File: config.mk
export PLATFORM = sky130hd
export DESIGN_NAME = kufe_ram
export DESIGN_NICKNAME = d
export VERILOG_FILES = /design/src/design/kufe_ram.sv
export SDC_FILE = /design/constraint.sdc
export NUM_CORES = 1
export LEC_CHECK = 0
export BUFFER_PORTS_ARGS = -buffer_cell sky130_fd_sc_hd__buf_4
export CAP_MARGIN = 20
export CORE_MARGIN = 5
export CORE_UTILIZATION = 40
export CTS_CLUSTER_DIAMETER = 200
export CTS_CLUSTER_SIZE = 14
export DETAILED_ROUTE_END_ITERATION = 12
export HOLD_SLACK_MARGIN = 0.03
export PLACE_DENSITY_LB_ADDON = 0.25
export SETUP_SLACK_MARGIN = 0.05
export SLEW_MARGIN = 15
export SYNTH_ARGS = -nofsm -noshare
export SYNTH_HDL_FRONTEND = slang
export SYNTH_SLANG_ARGS = --single-unit
File: constraint.sdc
create_clock -name clock -period 2.3 [get_ports clock]
set_input_delay 0.115 -clock clock [delete_from_list [all_inputs] [get_ports clock]]
set_output_delay 0.115 -clock clock [all_outputs]
set_load 0.01 [all_outputs]
File: src/design/kufe_ram.sv
// Generic single-write, single-read RAM with registered read data (read-first).
`timescale 1ns / 1ps
`default_nettype none
module kufe_ram #(
   parameter int WIDTH = 8,
   parameter int DEPTH = 16
) (
   input  wire logic                     clock,
   input  wire logic                     wr_en,
   input  wire logic [$clog2(DEPTH)-1:0] wr_addr,
   input  wire logic [WIDTH-1:0]         wr_data,
   input  wire logic                     rd_en,
   input  wire logic [$clog2(DEPTH)-1:0] rd_addr,
   output logic      [WIDTH-1:0]         rd_data
);

   logic [WIDTH-1:0] mem_ff [DEPTH];

   always_ff @(posedge clock) begin
      if (wr_en) begin
         mem_ff[wr_addr] <= wr_data;
      end
      if (rd_en) begin
         rd_data <= mem_ff[rd_addr];
      end
   end

endmodule
`default_nettype wire

**Word level (Yosys, flattened, before mapping)**

Memory sizes are Yosys's and may differ from the RTL's. A register that Yosys moved wholly into a read port is not among the register bits.
Index checks and enable logic that the tools add are counted.

- Word-level logic and storage cells: 3
- RAM bits: 128
- Register bits: 0
- Input port bits: 19
- Memories: 1
- Output and inout bits: 8

Memory list:

| name | depth | bits a word | rd ports | clocked after Yosys merged registers in | write ports | RTL line | source |
|---|---|---|---|---|---|---|---|
| mem_ff | 16 | 8 | 1 | 1 | 1 | 17 | `logic [WIDTH-1:0] mem_ff [DEPTH];` |

- Multiplexer cells: 2

Operator list:

| operator | count |
|---|---|
| $mux W1 | 2 |

**Depth between registers and ports, before layout**

Gate-level depths: netlist of the first run.

- Depth after elaboration: 2
- Mapped depth: 5
- Depth with buffers taken out: 3

**Worst setup path before layout of the first run**

Ideal clock, no wire load.

- Path type: input to register
- Start point: input wr_addr[2]
- End point: memory mem_ff[0][0] (enable)
- Path buffers: 0
- Required time: 1.917 ns
- Slack: 0.692 ns
- Library setup time: 0.383 ns
- Arrival: 1.225 ns
- Stages on the path: 2
- Cells stage by stage: or3b_2 > nor3_1

RTL lines:

| what | RTL line | source |
|---|---|---|
| from (decl) | 10 | `input wire logic [$clog2(DEPTH)-1:0] wr_addr,` |
| to (decl) | 17 |  |

No word-level cell before the write port.

==> results of run 1 <==
[through the flow]
| stage | cells | worst slack (ns) |
|---|---|---|
| after floorplan | 229 | 0.692 |
| after global placement | 434 | 0.565 |
| after detailed placement | 434 | 0.560 |
| after CTS | 474 | 0.784 |
| after global routing | 474 | 0.721 |
| final | 474 | 0.756 |
[power by group]
group | internal, mW | leakage, nW | switching (mW)
logic | 0.130 | 0.628 | 0.151
clock network | 2.02 | 0.324 | 0.965
registers | 2.79 | 1.24 | 0.0131
total | 4.94 | 2.19 | 1.13
[synthesized netlist by cell type]
master | n | area share (%)
clkdlybuf4s25_2 | 3 | 0.57
nand2b_1 | 2 | 0.24
a22oi_1 | 16 | 2.3
nor3_1 | 4 | 0.38
or3b_2 | 1 | 0.17
nor2_1 | 13 | 0.93
buf_6 | 3 | 0.65
mux4_2 | 18 | 7.8
edfxtp_1 | 136 | 78
nand2_1 | 9 | 0.65
nand3b_1 | 2 | 0.29
and2b_1 | 1 | 0.14
nand3_1 | 1 | 0.096
mux4_1 | 14 | 7.0
and2_1 | 1 | 0.12
buf_4 | 1 | 0.14
buf_2 | 3 | 0.29
nor2b_1 | 1 | 0.12
[cell families after synthesis]
kind of cell | synth area share, %
multiplexers | 14.8
buffers and inverters | 1.65
AO/OA/AOI/OAI | 2.30
flip-flops | 78.1
AND/OR/NAND/NOR | 3.14
[registers in the layout (all words and copies together), names as in the netlist]
register and count:
rd_data 8, mem_ff 128
[worst max-delay path, delay by kind of cell, from the launching register on]
family / cells / cell delay [ns]
DFF: 1 / 0.38
AOI/OAI and AO/OA: 1 / 0.33
muxes: 1 / 0.49
and+or+nand+nor: 1 / 0.09
[final timing paths]
| path | start | end | slack (ns) | depth (start not counted) |
|---|---|---|---|---|
| worst max-delay path | mem_ff[3][1]$_DFFE_PP_ | rd_data[1]$_DFFE_PP_ | 0.76 | 3 |
| worst min-delay path | wr_addr[0] | mem_ff[0][2]$_DFFE_PP_ | 0.25 | 3 |
| worst max register to register | mem_ff[3][1]$_DFFE_PP_ | rd_data[1]$_DFFE_PP_ | 0.76 | 3 |
| worst min register to register | mem_ff[14][1]$_DFFE_PP_ | rd_data[1]$_DFFE_PP_ | 0.75 | 3 |
[timing repair]
action | in CTS | in global routing
setup buffers | 0 | 0
endpoints found under the hold margin | 136 | 0
hold buffers | 9 | 0
[layout make-up]
type | instances | area, µm² | share of cell area [%]
clock buffers | 17 | 425 | 6.61
clock inverters | 14 | 230 | 3.58
multi-input cells | 83 | 1060 | 16.4
flip-flops and latches | 136 | 4080 | 63.4
well taps | 172 | 215 | 3.34
repair buffers | 52 | 425 | 6.61
[per-layer routing]
layer | global-route usage (%) | up-vias
met5 | 0 | -
met1 | 17.8 | 1280
met3 | 3.77 | 9
met4 | 5.61 | 0
met2 | 21.8 | 66
li1 | - | 1103
==> results.toml, run 1 <==
[clocking]
clk_latency_ns = 0.41
cts_tree = "yes"
clockBufferDepth = 2
numCtsBuffers = 17
clk_pin_slew_worst_paths_ns = 0.06
clock-sinks = 136
ctsResizeCount = 0
cts_max_level = 4
cts-root-buf = "clkbuf_16"

[worst_setup_path]
endpoint_kind = "flip-flop"
cp_data_required_time_ns = 2.45
worstPathArrival_ns = 1.70
crit_fanout = 1
cp-start-kind = "flip-flop"
cp_slowest_stage_delay_ns = 0.49
setup.worst_path.class = "flip-flop to flip-flop"
slowest_stage = "mux4_1"
cp_cell_sequence = "mux4_1 -> a22oi_1 -> nand2_1"

[global_route]
track_usage_pct = 13.7
grt-ovfl-total = 0
grt_pass1_wl_um = 15500
grt_pass1_vias = 2598
grt_max_degree = 33
antenna_found_initial = 0

[timing]
slew_viol_final = 0
setup_tns_ns = 0
slew_headroom_pct = 45.0
fin_crit_sh_pct = 67.2
final_hold_viol_count = 0
fmax_mhz = 647
skew_ns = 0.00635
fin_hold_ws_ns = 0.253
tightestPinTransition_ns = 0.823
rsz0062_at_grt = "false"
setup_violations = 0
fin_crit_ns = 1.54

[yosys]
synth_area_per_cell_um2 = 22.8
syn_inst = 229
synth_fp_nets = 248
yosys_warnings = 0
yosysUniqueCellTypes = 18
synth_area_um2 = 5230
synth-seq-cells = 136
ys_seq_area_share_pct = 78.1

[route]
met3_length_um = 485
antenna_left = 0
firstDrtPassIters = 4
viasPerCell = 5.19
totalWireLength_um = 10200
dr_total_vias = 2458
wl_met2_um = 5090
drt_iter0_drc = 218
post_drt_wl_per_cell_um = 21.4
routed.top_layer = "met4"
remaining_drc_errors = 0
drt-met1-wl_um = 4450

[floorplan]
num_rows = 41
die_h_um = 124
fp.dieW_um = 124
coreArea_um2 = 12700
io_pins = 27
dieArea_um2 = 15500
start_util_pct = 41.1

[layout]
drive_above_1_share_pct = 30.5
area_growth_pct = 23.1
num-fill-cells = 1056
final_common_cell = "edfxtp_1"
utilization_pct = 50.6
stdcell_area_um2 = 6440
final_cell_mix = "136 x edfxtp_1, 42 x buf_4, 18 x mux4_2, 17 x clkbuf_16, 16 x a22oi_1"
fin_nets = 309
num_antenna_cells = 0

[place]
placed_area_um2 = 5690
gp_congestion = 0.702
hpwl_um = 6360
numPortBuffers = 26

[power_and_ir_drop]
power_mw = 6.07
powerDensity_nw_per_um2 = 943
leakage_nw = 2.19
ir_drop_uv = 513

[hold_path]
hold_path.class = "input port to flip-flop"

[outcome]
status = "finished clean"

[flow_run]
cap_viol_max_count = 0
(Power assumes the default switching activity.)
==> run 2: changes to the inputs <==
- clock period: 2.3 -> 1.3 ns (I/O delays scaled with it)
==> run 2 against run 1 <==
The run now ends with negative setup slack left. Non-clock buffer count increased by 11. Core utilization is 0.61 points higher. Critical path depth did not move. Sequential share of layout area fell by 0.76 points. Worst hold slack got worse by 0.065 ns. Register-to-register slack worse by 0.90 ns. Via count rose by 0.69%. Final cell count rose by 2.3%. Largest cell class unchanged. Sequential power up 77%.
==> results.toml, run 2 (synthesis gave the netlist of run 1 again) <==
[global_route]
grt_util_met3_pct = 3.39
track_usage_pct = 14.3
antenna_found_initial = 0
grt-ovfl-total = 0
grt_max_degree = 17
met1_usage_pct = 20.3
grt_pass1_wl_um = 16300
grt_use_met2_pct = 21.6
grt_pass1_vias = 2694
grt.busiest_layer = "met2"

[timing]
fin_crit_sh_pct = 111
fin_crit_ns = 1.45
slew_headroom_pct = 42.4
skew_ns = 0.00805
setup_violations = 8
final_hold_viol_count = 0
fmax_mhz = 692
slew_viol_final = 0
tightestPinTransition_ns = 0.861
rsz0062_at_grt = "true"
setup_tns_ns = -0.818
fin_hold_ws_ns = 0.188
worst_slack_ns = -0.146

[route]
remaining_drc_errors = 0
viasPerCell = 5.10
drt_iter0_drc = 194
totalWireLength_um = 10500
dr_total_vias = 2475
firstDrtPassIters = 4
post_drt_wl_per_cell_um = 21.6
antenna_left = 0

[power_and_ir_drop]
power_mw = 10.4
switching_share_pct = 19.4
pwr-share-comb_pct = 5.6
clkPwrFrac_pct = 46.7
ir_drop_uv = 841
pwr-share-seq_pct = 47.7
leakage_nw = 2.17
p_switching_mw = 2.02
powerDensity_nw_per_um2 = 1600
internal_power_mw = 8.40

[clocking]
clockBufferDepth = 2
cts-root-buf = "clkbuf_16"
cts_tree = "yes"
numCtsBuffers = 17
cts_max_level = 4
clk_pin_slew_worst_paths_ns = 0.06
clock-sinks = 136
clk_latency_ns = 0.40

[outcome]
violations = "negative setup slack"
status = "finished, violations left"

[place]
gp_congestion = 0.727
placed_area_um2 = 5790
numPortBuffers = 26
hpwl_um = 6840

[worst_setup_path]
cp_cell_sequence = "mux4_2 -> a22oi_2 -> nand2_1"
cp_slowest_stage_delay_ns = 0.53
crit_fanout = 1
worstPathArrival_ns = 1.59
crit_start = "mem_ff[7][4]$_DFFE_PP_"
slowest_stage = "mux4_2"
endpoint_kind = "flip-flop"
cp_data_required_time_ns = 1.44
r2r_start = "mem_ff[7][4]$_DFFE_PP_"
cp-start-kind = "flip-flop"
setup.worst_path.class = "flip-flop to flip-flop"

[layout]
final_cell_mix = "136 x edfxtp_1, 49 x buf_4, 32 x mux4_2, 17 x clkbuf_16, 13 x nor2_1"
final_common_cell = "edfxtp_1"
num-fill-cells = 1033
utilization_pct = 51.2
largest_reg_flops = 128
largest-register = "mem_ff"
fin_nets = 320
stdcell_area_um2 = 6520
num_antenna_cells = 0
top_regs = "mem_ff x128, rd_data x8"
drive_above_1_share_pct = 40.3
area_growth_pct = 24.6

[floorplan]
start_util_pct = 41.1
coreArea_um2 = 12700
dieArea_um2 = 15500
fp.dieW_um = 124
die_h_um = 124
io_pins = 27
num_rows = 41

[hold_path]
hold_path.class = "input port to flip-flop"
min_from = "wr_addr[1]"

[flow_run]
cap_viol_max_count = 0
run 2: cell types whose count changed in the layout (fill, tap and decap cells not counted):
cell,change
a22oi_1,-6
a22oi_2,+6
buf_12,+4
buf_4,+7
bufinv_16,-2
clkinv_4,-2
clkinvlp_4,+4
mux4_1,-14
mux4_2,+14
nor3_1,-3
nor3_2,+3
run 2: routing by layer:
layer	vias up	wire length [µm]	part of all wire [%]
li1	1109	-	-
met1	1285	4830	46
met2	75	4960	47
met3	6	586	5.6
met4	0	112	1.1
met5	-	0	0
run 2: what timing repair did:
item	4_1_cts	5_1_grt
hold endpoints to repair	136	0
setup endpoints to repair	8	8
buffers inserted	0	0
hold buffers	9	0
pin swaps	0	5
cloned	0	0
gates resized for setup	6	0
run 2: path summary, 6_finish.rpt:
kind                                                to  slack [ns]  cells past startpoint
worst min-delay path            mem_ff[4][5]$_DFFE_PP_        0.19                      3
worst min register to register    rd_data[5]$_DFFE_PP_        0.76                      3
worst max register to register    rd_data[4]$_DFFE_PP_       -0.15                      3
worst max-delay path              rd_data[4]$_DFFE_PP_       -0.15                      3
run 2: layout make-up:
| cell class | count | area [µm²] | area share [%] |
|---|---|---|---|
| Clock buffer | 17 | 425 | 6.53 |
| Clock inverter | 14 | 183 | 2.80 |
| Multi-Input combinational cell | 83 | 1050 | 16.1 |
| Sequential cell | 136 | 4080 | 62.7 |
| Tap cell | 172 | 215 | 3.30 |
| Timing Repair Buffer | 63 | 558 | 8.57 |
run 2: through the flow:
stage / setup WS [ns] / instances
after detailed placement: -0.365 / 445
after CTS: -0.148 / 485
after global routing: -0.180 / 485
final: -0.146 / 485
after floorplan: -0.0311 / 229
after global placement: -0.353 / 445
run 2: worst max-delay path: cells and delay by family (launching register included):
kind	cells	cell delay (ns)
AND/OR/NAND/NOR	1	0.09
multiplexers	1	0.53
flip-flops	1	0.37
AO/OA/AOI/OAI	1	0.20
run 2: power by group through the flow:
stage	logic, mW	registers (mW)	clock network [mW]
floorplan	0.273	5.06	0
global placement	0.556	5.06	0
detailed placement	0.563	5.06	0
CTS	0.600	4.97	4.93
global route	0.631	4.98	5.14
finish	0.584	4.97	4.87
==> run 3: changes to the inputs <==
- PLACE_DENSITY: unset -> 0.63
- PLACE_DENSITY_LB_ADDON: 0.25 -> unset
==> run 3 against run 2 <==
Non-clock buffer count up 1. Global-route usage down 0.47 points. The run still ends with negative setup slack left. Clock skew decreased by 0.0018 ns. Fmax increased by 4.1%. Sequential power about the same. First-iteration DRC count grew 41%. Highest routed layer unchanged. Worst setup slack improved by 0.057 ns.
==> results.toml, run 3 (synthesis gave the netlist of run 1 again) <==
[worst_setup_path]
worstPathArrival_ns = 1.55
crit_fanout = 1
setup.worst_path.class = "flip-flop to flip-flop"
slowest_stage = "mux4_2"
cp-start-kind = "flip-flop"
cp_data_required_time_ns = 1.46
cp_cell_sequence = "mux4_2 -> a22oi_2 -> nand2_1"
cp_slowest_stage_delay_ns = 0.49
endpoint_kind = "flip-flop"

[layout]
drive_above_1_share_pct = 40.0
num-fill-cells = 1031
area_growth_pct = 24.9
fin_nets = 321
top_regs = "mem_ff x128, rd_data x8"
instances_no_fill = 487
final_cell_mix = "136 x edfxtp_1, 52 x buf_4, 32 x mux4_2, 17 x clkbuf_16, 13 x nor2_1"
final_common_cell = "edfxtp_1"
largest_reg_flops = 128
largest-register = "mem_ff"
num_antenna_cells = 0

[clocking]
clockBufferDepth = 2
cts_setup_buffers = 0
clock-sinks = 136
cts_tree = "yes"
cts-root-buf = "clkbuf_16"
clk_pin_slew_worst_paths_ns = 0.06
numCtsBuffers = 17
cts_max_level = 4
clk_latency_ns = 0.41

[floorplan]
die_h_um = 124
coreArea_um2 = 12700
dieArea_um2 = 15500
start_util_pct = 41.1
io_pins = 27
num_rows = 41
fp.dieW_um = 124

[route]
viasPerCell = 5.11
post_drt_wl_per_cell_um = 20.6
totalWireLength_um = 10000
dr_total_vias = 2488
antenna_left = 0
drt_iter0_drc = 274
firstDrtPassIters = 4
remaining_drc_errors = 0

[global_route]
grt_max_degree = 17
grt_pass1_wl_um = 15800
grt_use_met2_pct = 21.8
grt_util_met3_pct = 4.20
track_usage_pct = 13.8
antenna_found_initial = 0
met1_usage_pct = 17.8
grt_pass1_vias = 2649
grt-ovfl-total = 0
grt.busiest_layer = "met2"

[place]
gp_congestion = 0.753
placed_cells = 446
hpwl_um = 6720
numPortBuffers = 26

[power_and_ir_drop]
leakage_nw = 2.19
powerDensity_nw_per_um2 = 1630
ir_drop_uv = 961

[outcome]
status = "finished, violations left"
violations = "negative setup slack"

[timing]
skew_ns = 0.00630
rsz0062_at_grt = "true"
tightestPinTransition_ns = 0.874
fin_crit_sh_pct = 107
final_hold_viol_count = 0
fin_hold_ws_ns = 0.181
setup_violations = 8
worst_slack_ns = -0.0891
fin_crit_ns = 1.39
slew_headroom_pct = 41.6
fmax_mhz = 720
slew_viol_final = 0

[flow_run]
cap_viol_max_count = 0

[hold_path]
hold_path.class = "input port to flip-flop"
run 3: changes by cell type in the layout (fill, tap and decap cells not counted):
cell	before	now
a22oi_1	10	9
buf_12	5	3
clkinv_4	1	2
a22oi_2	6	7
buf_4	49	52
bufinv_16	4	5
inv_6	0	1
clkinvlp_4	4	1
clkinv_2	4	2
clkbuf_1	0	3
run 3: routing by layer:
layer  wire length, µm  share of wire [%]  vias to the layer above
met3               595                5.9                       17
li1                  -                  -                     1116
met2              5000                 50                       82
met1              4200                 42                     1273
met4               214                2.1                        0
met5                 0                  0                        -
run 3: final cells by class:
cell class	instances	area [µm²]	area share, %
multi-input combinational	83	1050	16.2
sequential	136	4080	62.6
timing repair buffer	64	541	8.28
clock buffer	20	437	6.69
tap	172	215	3.30
clock inverter	12	198	3.03
run 3: stage by stage:
step	power (mW)	utilization (%)	worst slack [ns]	setup TNS (ns)	instance area, µm²
final	10.6	51.3	-0.0891	-0.629	6530
after global routing	11.0	51.3	-0.176	-1.08	6530
after CTS	10.7	51.3	-0.116	-0.740	6520
after detailed placement	5.59	45.3	-0.234	-2.37	5770
after global placement	5.57	45.3	-0.197	-1.76	5770
after floorplan	5.34	-	-0.0311	-0.863	5220
run 3: final timing paths:
kind	cells past startpoint	to	slack (ns)	start
setup reg to reg	3	rd_data[3]$_DFFE_PP_	-0.09	mem_ff[3][3]$_DFFE_PP_
hold reg to reg	3	rd_data[1]$_DFFE_PP_	0.76	mem_ff[6][1]$_DFFE_PP_
hold / removal	3	mem_ff[4][2]$_DFFE_PP_	0.18	wr_addr[0]
setup / recovery	3	rd_data[3]$_DFFE_PP_	-0.09	mem_ff[3][3]$_DFFE_PP_
run 3: what timing repair did:
action / in CTS / in global routing
endpoints found under the hold margin: 136 / 0
hold buffers: 9 / 0
setup endpoints to repair: 8 / 8
gates resized for setup: 6 / 1
run 3: worst max-delay path: cells and delay by family, from the launching register on:
kind | cells | cell delay (ns)
flip-flops | 1 | 0.36
AND/OR/NAND/NOR | 1 | 0.09
AO/OA/AOI/OAI | 1 | 0.20
multiplexers | 1 | 0.49
run 3: power breakdown:
group	internal, mW	switching [mW]
Sequential	4.94	0.0288
Clock	3.40	1.70
Combinational	0.274	0.282
Total	8.61	2.01
